===== config.mk =====
export PLATFORM = sky130hd
export DESIGN_NAME = ps2_mouse_packet_decoder
export DESIGN_NICKNAME = d
export VERILOG_FILES = /design/src/sv/ps2md_pkg.sv /design/src/sv/ps2md_front.sv /design/src/sv/ps2md_fifo.sv /design/src/sv/ps2md_back.sv /design/src/sv/ps2_mouse_packet_decoder.sv
export SDC_FILE = /design/constraint.sdc
export NUM_CORES = 1
export LEC_CHECK = 0
export BUFFER_PORTS_ARGS = -buffer_cell sky130_fd_sc_hd__buf_2
export CORE_MARGIN = 8
export CORE_UTILIZATION = 52
export DETAILED_ROUTE_END_ITERATION = 10
export HOLD_SLACK_MARGIN = 0.12
export PLACE_DENSITY = 0.75
export SYNTH_ARGS = -nofsm -noshare
export SYNTH_HDL_FRONTEND = slang
export SYNTH_SLANG_ARGS = --single-unit

===== constraint.sdc =====
create_clock -name i_clk -period 2.47 [get_ports i_clk]
set_input_delay 0.494 -clock i_clk [delete_from_list [all_inputs] [get_ports i_clk]]
set_output_delay 0.494 -clock i_clk [all_outputs]
set_load 0.02 [all_outputs]

===== src/sv/ps2md_pkg.sv =====
`timescale 1ns / 1ps
package ps2md_pkg;

    localparam int unsigned QUEUE_DEPTH = 2;
    localparam int unsigned PACKET_LEN  = 3;
    localparam int unsigned AVAIL_BIT   = 5;
    localparam int unsigned IN_WIDTH    = 16;
    localparam int unsigned OUT_WIDTH   = 24;

    typedef enum logic [1:0] {
        KIND_MOVE = 2'd0,
        KIND_DOWN = 2'd1,
        KIND_UP   = 2'd2
    } t_kind;

    // one finished packet, as handed from front to back
    typedef struct packed {
        logic       move;
        logic [7:0] x;
        logic [8:0] y;
        logic [2:0] chg;
        logic [2:0] bits;
    } t_pkt;

endpackage


===== src/sv/ps2md_front.sv =====
`timescale 1ns / 1ps
module ps2md_front (
    input  logic            i_clk,
    input  logic            i_rst_n,
    input  logic            i_cfg_wr_en,
    input  logic            i_cfg_wr_data,
    input  logic            i_accept,
    input  logic [7:0]      i_status,
    input  logic [7:0]      i_data,
    output logic            o_push,
    output ps2md_pkg::t_pkt o_pkt
);
    import ps2md_pkg::*;

    logic       r_en, n_en;
    logic [1:0] r_pos, n_pos;
    logic [2:0] r_btn, n_btn;
    logic [7:0] r_b0, n_b0;
    logic [7:0] r_b1, n_b1;
    logic       take;

    assign take = i_accept && i_status[AVAIL_BIT] && r_en;

    always_comb begin
        n_en   = r_en;
        n_pos  = r_pos;
        n_btn  = r_btn;
        n_b0   = r_b0;
        n_b1   = r_b1;
        o_push = 1'b0;
        o_pkt.move = (r_b1 != 8'd0) || (i_data != 8'd0);
        o_pkt.x    = r_b1;
        o_pkt.y    = 9'd0 - {i_data[7], i_data};
        o_pkt.bits = r_b0[2:0];
        o_pkt.chg  = r_b0[2:0] ^ r_btn;
        if (i_cfg_wr_en) begin
            n_en = i_cfg_wr_data;
        end
        if (take) begin
            if (r_pos < 2'(PACKET_LEN - 1)) begin
                if (r_pos[0]) begin
                    n_b1 = i_data;
                end else begin
                    n_b0 = i_data;
                end
                n_pos = r_pos + 2'd1;
            end else begin
                n_pos  = 2'd0;
                n_btn  = r_b0[2:0];
                o_push = o_pkt.move || (o_pkt.chg != 3'd0);
            end
        end
    end

    always_ff @(posedge i_clk) begin
        if (!i_rst_n) begin
            r_en  <= 1'b1;
            r_pos <= 2'd0;
            r_btn <= 3'd0;
        end else begin
            r_en  <= n_en;
            r_pos <= n_pos;
            r_btn <= n_btn;
        end
        r_b0 <= n_b0;
        r_b1 <= n_b1;
    end

endmodule


===== src/sv/ps2md_fifo.sv =====
`timescale 1ns / 1ps
module ps2md_fifo #(
    parameter int unsigned WIDTH = 24,
    parameter int unsigned DEPTH = 2
) (
    input  logic             i_clk,
    input  logic             i_rst_n,
    input  logic             i_push,
    input  logic [WIDTH-1:0] i_data,
    input  logic             i_pop,
    output logic             o_full,
    output logic             o_valid,
    output logic [WIDTH-1:0] o_data
);
    localparam int unsigned AW = (DEPTH > 1) ? $clog2(DEPTH) : 1;
    localparam int unsigned CW = $clog2(DEPTH + 1);

    logic [WIDTH-1:0] r_mem [DEPTH];
    logic [AW-1:0]    r_wp, r_rp;
    logic [CW-1:0]    r_cnt;
    logic             do_push, do_pop;

    assign o_full  = (r_cnt == CW'(DEPTH));
    assign o_valid = (r_cnt != '0);
    assign o_data  = r_mem[r_rp];
    assign do_push = i_push && !o_full;
    assign do_pop  = i_pop && o_valid;

    always_ff @(posedge i_clk) begin
        if (!i_rst_n) begin
            r_wp  <= '0;
            r_rp  <= '0;
            r_cnt <= '0;
        end else begin
            if (do_push) begin
                r_wp <= (r_wp == AW'(DEPTH - 1)) ? '0 : r_wp + AW'(1);
            end
            if (do_pop) begin
                r_rp <= (r_rp == AW'(DEPTH - 1)) ? '0 : r_rp + AW'(1);
            end
            if (do_push && !do_pop) begin
                r_cnt <= r_cnt + CW'(1);
            end else if (do_pop && !do_push) begin
                r_cnt <= r_cnt - CW'(1);
            end
        end
        if (do_push) begin
            r_mem[r_wp] <= i_data;
        end
    end

endmodule


===== src/sv/ps2md_back.sv =====
`timescale 1ns / 1ps
module ps2md_back (
    input  logic            i_clk,
    input  logic            i_rst_n,
    input  logic            i_q_valid,
    input  ps2md_pkg::t_pkt i_q_pkt,
    output logic            o_q_pop,
    output logic            o_valid,
    input  logic            i_ready,
    output logic [1:0]      o_kind,
    output logic [7:0]      o_x,
    output logic [8:0]      o_y,
    output logic [1:0]      o_btn,
    output logic            o_last
);
    import ps2md_pkg::*;

    t_pkt       r_cur, n_cur;
    logic       r_have, n_have;
    logic       r_ovalid, n_ovalid;
    t_kind      r_kind, n_kind;
    logic [7:0] r_x, n_x;
    logic [8:0] r_y, n_y;
    logic [1:0] r_btn, n_btn;
    logic       r_last, n_last;

    t_kind      ev_kind;
    logic [7:0] ev_x;
    logic [8:0] ev_y;
    logic [1:0] ev_btn;
    logic [2:0] rem;
    logic       ev_last;
    logic       adv;

    // move first, then changed buttons in order
    always_comb begin
        ev_kind = KIND_MOVE;
        ev_x    = r_cur.x;
        ev_y    = r_cur.y;
        ev_btn  = 2'd0;
        rem     = r_cur.chg;
        if (!r_cur.move) begin
            ev_x = 8'd0;
            ev_y = 9'd0;
            if (r_cur.chg[0]) begin
                ev_btn = 2'd1;
                ev_kind = r_cur.bits[0] ? KIND_DOWN : KIND_UP;
                rem = r_cur.chg & 3'b110;
            end else if (r_cur.chg[1]) begin
                ev_btn = 2'd2;
                ev_kind = r_cur.bits[1] ? KIND_DOWN : KIND_UP;
                rem = r_cur.chg & 3'b100;
            end else begin
                ev_btn = 2'd3;
                ev_kind = r_cur.bits[2] ? KIND_DOWN : KIND_UP;
                rem = 3'b000;
            end
        end
        ev_last = (rem == 3'd0);
    end

    assign adv = !r_ovalid || i_ready;

    always_comb begin
        n_cur    = r_cur;
        n_have   = r_have;
        n_ovalid = r_ovalid;
        n_kind   = r_kind;
        n_x      = r_x;
        n_y      = r_y;
        n_btn    = r_btn;
        n_last   = r_last;
        o_q_pop  = 1'b0;
        if (adv) begin
            n_ovalid = r_have;
            if (r_have) begin
                n_kind     = ev_kind;
                n_x        = ev_x;
                n_y        = ev_y;
                n_btn      = ev_btn;
                n_last     = ev_last;
                n_cur.move = 1'b0;
                n_cur.chg  = rem;
                if (ev_last) begin
                    n_have = 1'b0;
                end
            end
        end
        if (!n_have) begin
            n_have  = i_q_valid;
            n_cur   = i_q_pkt;
            o_q_pop = i_q_valid;
        end
    end

    always_ff @(posedge i_clk) begin
        if (!i_rst_n) begin
            r_have   <= 1'b0;
            r_ovalid <= 1'b0;
        end else begin
            r_have   <= n_have;
            r_ovalid <= n_ovalid;
        end
        r_cur  <= n_cur;
        r_kind <= n_kind;
        r_x    <= n_x;
        r_y    <= n_y;
        r_btn  <= n_btn;
        r_last <= n_last;
    end

    assign o_valid = r_ovalid;
    assign o_kind  = r_kind;
    assign o_x     = r_x;
    assign o_y     = r_y;
    assign o_btn   = r_btn;
    assign o_last  = r_last;

endmodule


===== src/sv/ps2_mouse_packet_decoder.sv =====
`timescale 1ns / 1ps
// PS/2 mouse three-byte packet decoder. One status/data word is taken per clock
// while the packet queue has room; a data byte counts only when status bit 5 is
// set and the enable register is 1 (reset value 1). The third byte of a packet
// hands a packet record to a queue of QUEUE_DEPTH entries; the output stage then
// gives one event per clock while the output is not stalled: a move event if
// X or Y is nonzero (Y negated), then a pressed or released event for each
// changed button 1 to 3, tlast on the final one. A packet thus gives 1 to 4
// events; the first is offered once the record has passed the queue and the
// packet register. Packets with no movement and no button change give nothing.
module ps2_mouse_packet_decoder #(
    parameter int unsigned QUEUE_DEPTH = ps2md_pkg::QUEUE_DEPTH
) (
    input  logic                             i_clk,
    input  logic                             i_rst_n,
    input  logic                             i_cfg_wr_en,
    input  logic                             i_cfg_wr_data,
    input  logic                             s_axis_tvalid,
    output logic                             s_axis_tready,
    // controller_status, data_byte
    input  logic [ps2md_pkg::IN_WIDTH-1:0]   s_axis_tdata,
    output logic                             m_axis_tvalid,
    input  logic                             m_axis_tready,
    // move_x, move_y, button_number, zero pad
    output logic [ps2md_pkg::OUT_WIDTH-1:0]  m_axis_tdata,
    // event_kind
    output logic [1:0]                       m_axis_tuser,
    output logic                             m_axis_tlast
);
    import ps2md_pkg::*;

    logic       accept;
    logic       push, pop, q_full, q_valid;
    t_pkt       f_pkt, q_pkt;
    logic [$bits(t_pkt)-1:0] q_raw;
    logic [7:0] ev_x;
    logic [8:0] ev_y;
    logic [1:0] ev_btn;

    assign s_axis_tready = !q_full;
    assign accept        = s_axis_tvalid && s_axis_tready;

    ps2md_front u_front (
        .i_clk         (i_clk),
        .i_rst_n       (i_rst_n),
        .i_cfg_wr_en   (i_cfg_wr_en),
        .i_cfg_wr_data (i_cfg_wr_data),
        .i_accept      (accept),
        .i_status      (s_axis_tdata[7:0]),
        .i_data        (s_axis_tdata[15:8]),
        .o_push        (push),
        .o_pkt         (f_pkt)
    );

    ps2md_fifo #(
        .WIDTH ($bits(t_pkt)),
        .DEPTH (QUEUE_DEPTH)
    ) u_fifo (
        .i_clk   (i_clk),
        .i_rst_n (i_rst_n),
        .i_push  (push),
        .i_data  (f_pkt),
        .i_pop   (pop),
        .o_full  (q_full),
        .o_valid (q_valid),
        .o_data  (q_raw)
    );

    assign q_pkt = t_pkt'(q_raw);

    ps2md_back u_back (
        .i_clk     (i_clk),
        .i_rst_n   (i_rst_n),
        .i_q_valid (q_valid),
        .i_q_pkt   (q_pkt),
        .o_q_pop   (pop),
        .o_valid   (m_axis_tvalid),
        .i_ready   (m_axis_tready),
        .o_kind    (m_axis_tuser),
        .o_x       (ev_x),
        .o_y       (ev_y),
        .o_btn     (ev_btn),
        .o_last    (m_axis_tlast)
    );

    assign m_axis_tdata = {5'd0, ev_btn, ev_y, ev_x};

endmodule


After elaboration in Yosys (flattened, before gate mapping). Memories as Yosys holds them, arrays and structs flattened. A register that Yosys moved wholly into a read port is not among the register bits. Index checks and enable logic that the tools add are counted.

RAM bits: 48. Output and inout port bits: 29. Input port bits: 22. Memories: 1. Flip-flop bits (word level): 69.

$lt $le $gt $ge: 1. Bitwise operators: 3. Mux-type cells: 31. Reductions and logical operators: 26. Eq/ne operators: 3. Add/subtract/negate cells: 6.

Memories: u_fifo.r_mem (words 2, bits a word 24, rd ports 1, clocked after memory_dff 1, write ports 1, RTL line ps2md_fifo.sv:18) `logic [WIDTH-1:0] r_mem [DEPTH];`.

Operators by type and width (count): $mux W24 (1); $mux W1 (17); $mux W2 (8); $reduce_bool A8 Y1 (2); $mux W3 (5); $sub A1 B8 Y9 const A (1); $logic_and A1 B1 Y1 (7); $reduce_and A2 Y1 (3); $reduce_and A3 Y1 (2); $add A2 B1 Y2 const B (2); $logic_not A1 Y1 (4); $ne A2 B1 Y1 const B (2); $reduce_bool A2 Y1 (2); $logic_not A3 Y1 (1); $logic_or A1 B1 Y1 (3); $reduce_bool A3 Y1 (1); $xor A3 B3 Y3 (1); $add A1 B1 Y1 const B (2); $eq A2 B2 Y1 const B (1); $lt A2 B2 Y1 const B (1); $not A1 Y1 (2); $reduce_or A2 Y1 (1); $sub A2 B1 Y2 const B (1).

Depth between registers and ports, before layout.
Depth after elaboration: 12. Gate-level depth with buffers: 9. Depth with buffers taken out: 9.

Modules after synthesis. Synthesis repeated with hierarchy kept, for this count alone.

Cell total of the unflattened synthesis: 282. Area, all modules: 4624.4 um^2.

By module, submodules not included: ps2md_fifo (instances 1, cells each 100, area an instance 1968.1 um^2, sequential area each 1541.5 um^2); ps2md_back (instances 1, cells each 111, area an instance 1816.7 um^2, sequential area each 1421.4 um^2); ps2md_front (instances 1, cells each 63, area an instance 788.3 um^2, sequential area each 450.4 um^2); ps2_mouse_packet_decoder (instances 1, cells each 8, area an instance 51.3 um^2, sequential area each 0.0 um^2).

Least setup slack after synthesis. OpenSTA, ideal clock, no wires.

Path kind: input to register. Start point: input s_axis_tdata[8] (netlist bit). End point: memory u_fifo.r_mem[0][0], enable pin. Stages: 6. Path slack: -169 ps. Data arrival time: 2231 ps. Data required time: 2062 ps. Setup time: 408 ps. Path through: inv_1 ha_1 nor4b_4 nand4_1 o31a_1 nor2b_1.

Longest elaborated chain between the ends: 8.

RTL lines: start: declaration (RTL line ps2_mouse_packet_decoder.sv:21) `input logic [ps2md_pkg::IN_WIDTH-1:0] s_axis_tdata,`; $reduce_bool A8 Y1 (RTL line ps2md_front.sv:31) `o_pkt.move = (r_b1 != 8'd0) || (i_data != 8'd0);`; $logic_or A1 B1 Y1 (RTL line ps2md_front.sv:31); $logic_or A1 B1 Y1 (RTL line ps2md_front.sv:50) `o_push = o_pkt.move || (o_pkt.chg != 3'd0);`; $mux W1 (RTL line ps2md_front.sv:40) `if (r_pos < 2'(PACKET_LEN - 1)) begin`; $mux W1 (RTL line ps2md_front.sv:39) `if (take) begin`; $logic_and A1 B1 Y1 (RTL line ps2md_fifo.sv:26) `assign do_push = i_push && !o_full;`; via u_fifo.do_push (RTL line ps2md_fifo.sv:21) `logic do_push, do_pop;`; $mux W1 (RTL line ps2md_fifo.sv:47) `if (do_push) begin`; $mux W1 (implied by the code) (RTL line ps2md_fifo.sv:48) `r_mem[r_wp] <= i_data;`; end: declaration (RTL line ps2md_fifo.sv:18).

The timed path passes the listed nets, and every way through them passes these cells.

Final worst setup path.
Start point: register u_back.r_cur[3] (netlist bit). End point: register u_fifo.r_cnt[1].

Longest elaborated chain between the ends: 11. Elaborated cells on any way between the ends: 13.

RTL lines: start: declaration (RTL line ps2md_back.sv:18) `t_pkt r_cur, n_cur;`; start signal: assignment (RTL line ps2md_back.sv:104) `r_cur <= n_cur;`; $mux W3 (RTL line ps2md_back.sv:45) `if (r_cur.chg[0]) begin`; $mux W3 * (RTL line ps2md_back.sv:42) `if (!r_cur.move) begin`; $logic_not A3 Y1 * (RTL line ps2md_back.sv:59) `ev_last = (rem == 3'd0);`; $mux W1 * (RTL line ps2md_back.sv:84) `if (ev_last) begin`; $mux W1 * (RTL line ps2md_back.sv:76) `if (r_have) begin`; $mux W1 * (RTL line ps2md_back.sv:74) `if (adv) begin`; $mux W1 * (RTL line ps2md_back.sv:89) `if (!n_have) begin`; $logic_and A1 B1 Y1 * (RTL line ps2md_fifo.sv:27) `assign do_pop = i_pop && o_valid;`; $logic_not A1 Y1 (RTL line ps2md_fifo.sv:41) `if (do_push && !do_pop) begin`; $logic_and A1 B1 Y1 (RTL line ps2md_fifo.sv:41); $mux W2 / $reduce_bool A2 Y1 (equally long branches); end signal: assignment (RTL line ps2md_fifo.sv:42) `r_cnt <= r_cnt + CW'(1);`; end signal: assignment (RTL line ps2md_fifo.sv:44) `r_cnt <= r_cnt - CW'(1);`; end: declaration (RTL line ps2md_fifo.sv:20) `logic [CW-1:0] r_cnt;`.

Mark *: on every way between the ends. The rest lies on a longest branch, timed or not. A chain may end at the register's enable or synchronous reset.

==> reports/qor.yml <==
critical_path:
  worstPathMaxFanout: 9
  required_ns: 2.91
  crit_slowest_cell: "edfxtp_1"
  crit_start: "u_back.r_cur[3]"
  endpoint_kind: "register"
  critPathLaunchType: "register"
  crit_chain: "a211oi_2 -> o21bai_4 -> a21oi_4 -> inv_1 -> ha_1 -> xor2_1 -> or3_1 -> a21boi_1"
  cpPeakStageDelay_ns: 0.52
  rr_startpoint: "u_back.r_cur[3]"
  critical_path_class: "register to register"
  arrival_ns: 2.59
clocking:
  cts_hold_buf: 0
  clk_latency_ns: 0.51
  post_cts_resized: 0
  cts_tree: "yes"
  clk_pin_slew_ns: 0.06
  cts_sinks: 118
  clk_path_buf_depth: 2
  cts_setup_buffers: 0
  cts_buffers: 17
  ctsRootBufferMaster: "clkbuf_8"
  htree_num_levels: 4
global_routing:
  grt_max_degree: 25
  globalRouteTotalUtil_pct: 12.39
  overflow: 0
  grt_pass1_wl_um: 11020
  grt_pass1_vias: 2251
  antenna_found_initial: 0
final_layout:
  n_fill_cell: 618
  mostFrequentLayoutCell: "edfxtp_1"
  area_growth_pct: 21.28
  layout_common_cells: "edfxtp_1 (105), buf_2 (38), mux2_2 (20), and2_1 (19), clkbuf_16 (16)"
  diodes: 0
  drive_gt1_share_pct: 32.26
  fin_nets: 352
  fin_area_um2: 5605
logic_synthesis:
  synth-edff-count: 105
  ys_warn_count: 0
  syn_area_um2: 4622
  synth_ff_type: "edfxtp_1"
  postSynth.asyncResetShare_pct: 0
  avgSynthCellArea_um2: 16.93
  syn_inst: 273
  ys_types: 46
  yosysSeqAreaShare_pct: 73.85
  synth-seq-cells: 118
detailed_routing:
  vias: 2295
  drtAntennaViolNets: 0
  dr.pass1.iters: 4
  wl_per_cell_um: 15.14
  wl_um: 6799
  drc: 0
  drt_iter0_drc: 106
  via_per_inst: 5.111
floorplan:
  die_w_um: 110.3
  coreArea_um2: 8678
  num_rows: 34
  die_area_um2: 12160
  ios: 51
  start_util_pct: 53.26
  die_h_um: 110.3
hold_path:
  min_from: "i_cfg_wr_data"
  hold_path_class: "primary input to register"
sta:
  layout_min_cycle_time_ns: 2.151
  maxSlewViolCount: 0
  hold_viol: 0
  max_slew_margin_pct: 62.82
  worst_slew_pin_slew_ns: 0.5558
  setup_violations: 0
  fin_skew_ns: 0.004958
  layout_worst_path_cycle_share_pct: 87.07
  finalSetupTns_ns: 0
  fmax_mhz: 465.0
  rsz0062_at_grt: "no"
power_and_ir_drop:
  peakVddDrop_mv: 0.5842
  comb_power_share_pct: 13.5
  pwr-share-seq_pct: 43.2
  clkPwrFrac_pct: 43.3
  power.internal_mw: 4.677
  swShare_pct: 23.38
  power.density_nw_per_um2: 1089
  p_switching_mw: 1.427
  leakage_nw: 2.041
place:
  globalplace.congestion: 0.7488
  post_dp_cell_area_um2: 4957
  hpwl_um: 4417
  io_buffers: 38
outcome:
  status: "finished, final reports clean"
run:
  maxCapViolCount: 0
## path summary, 6_finish.rpt
check	to	slack, ns	cells after the start
setup / recovery	u_fifo.r_cnt[1]	0.32	8
hold / removal	u_front.r_en	0.20	3
setup reg to reg	u_fifo.r_cnt[1]	0.32	8
hold reg to reg	u_front.r_pos[0]	0.46	2
## routing by layer
layer | share of wire (%) | GRT usage (%) | vias to the layer above
met1 | 46 | 14.67 | 1101
li1 | - | - | 1123
met5 | 0 | 0 | -
met2 | 46 | 18.43 | 58
met4 | 2.3 | 7.136 | 0
met3 | 6.1 | 5.523 | 13
## through the flow
| step | util [%] | total power [mW] | hold WS (ns) | cells | setup WS (ns) |
|---|---|---|---|---|---|
| CTS | 64.59 | 6.162 | 0.1828 | 449 | 0.3106 |
| finish | 64.59 | 6.104 | 0.2032 | 449 | 0.3195 |
| detailed placement | 57.12 | 3.506 | 0.4555 | 417 | -0.01881 |
| global placement | 57.12 | 3.480 | 0.4467 | 417 | 0.05210 |
| floorplan | - | 3.268 | 0.4384 | 277 | 0.2782 |
| global route | 64.59 | 6.351 | 0.1992 | 449 | 0.1766 |
## cells in the mapped netlist, drive strengths merged (3+ instances only)
| master | n | area share, % |
|---|---|---|
| a21boi | 4 | 0.65 |
| a21oi | 4 | 0.68 |
| and2 | 19 | 2.6 |
| buf | 10 | 1.4 |
| clkbuf | 3 | 0.24 |
| dfxtp | 13 | 5.6 |
| edfxtp | 105 | 68 |
| inv | 7 | 0.57 |
| mux2 | 20 | 4.9 |
| mux2i | 14 | 3.0 |
| nand2 | 9 | 0.79 |
| nand2b | 3 | 0.57 |
| nand4 | 4 | 0.87 |
| nor2 | 9 | 0.73 |
| nor2b | 8 | 1.1 |
| nor3 | 4 | 0.65 |
| nor4 | 3 | 0.87 |
| xnor2 | 5 | 0.95 |
| xor2 | 5 | 0.95 |
## flip-flops by register name (all words and copies together) (netlist names), named ones only
| name | flops |
|---|---|
| u_back.o_y | 9 |
| u_front.r_btn | 3 |
| u_front.r_pos | 2 |
| u_back.o_last | 1 |
| u_back.r_cur | 24 |
| u_fifo.r_cnt | 2 |
| u_fifo.r_rp | 1 |
| u_front.r_en | 1 |
| u_back.o_btn | 2 |
| u_back.r_have | 1 |
| u_back.o_x | 8 |
| u_back.o_valid | 1 |
| u_fifo.r_wp | 1 |
| u_fifo.r_mem | 48 |
| u_front.r_b0 | 3 |
| u_back.o_kind | 2 |
| u_front.r_b1 | 8 |
## power groups by stage
stage | sequential (mW) | clock (mW) | combinational (mW)
2_1_floorplan | 2.79 | 0 | 0.482
3_3_place_gp | 2.67 | 0 | 0.813
3_5_place_dp | 2.68 | 0 | 0.830
4_1_cts | 2.64 | 2.69 | 0.838
5_1_grt | 2.67 | 2.78 | 0.898
6_report | 2.64 | 2.64 | 0.824
## critical path, delay by kind of cell (launching register included)
family | cells | cell delay, ns
buf+inv | 1 | 0.06
fa+ha+maj | 1 | 0.21
flops | 1 | 0.52
compound gates | 4 | 0.83
xor+xnor | 1 | 0.15
simple gates | 1 | 0.30
## cell type report
class                      instances  area, µm²  share of cell area [%]
sequential                       118       3413                   60.89
multi-input combinational        139       1127                   20.11
clock buffer                      17      414.1                   7.388
timing repair buffer              45      255.2                   4.554
clock inverter                    15      234.0                   4.174
tap                              108      135.1                   2.411
inverter                           7      26.28                  0.4687
## cells by family after synthesis
family,share of synthesized area (%)
xor gates and xnor gates,1.895
muxes,7.905
adders and majority gates,0.5413
and+or+nand+nor,9.989
buffers and inverters,2.193
other,0.08113
AOI/OAI and AO/OA,3.546
DFF,73.85
No activity file was read; power rests on OpenSTA's default activity.
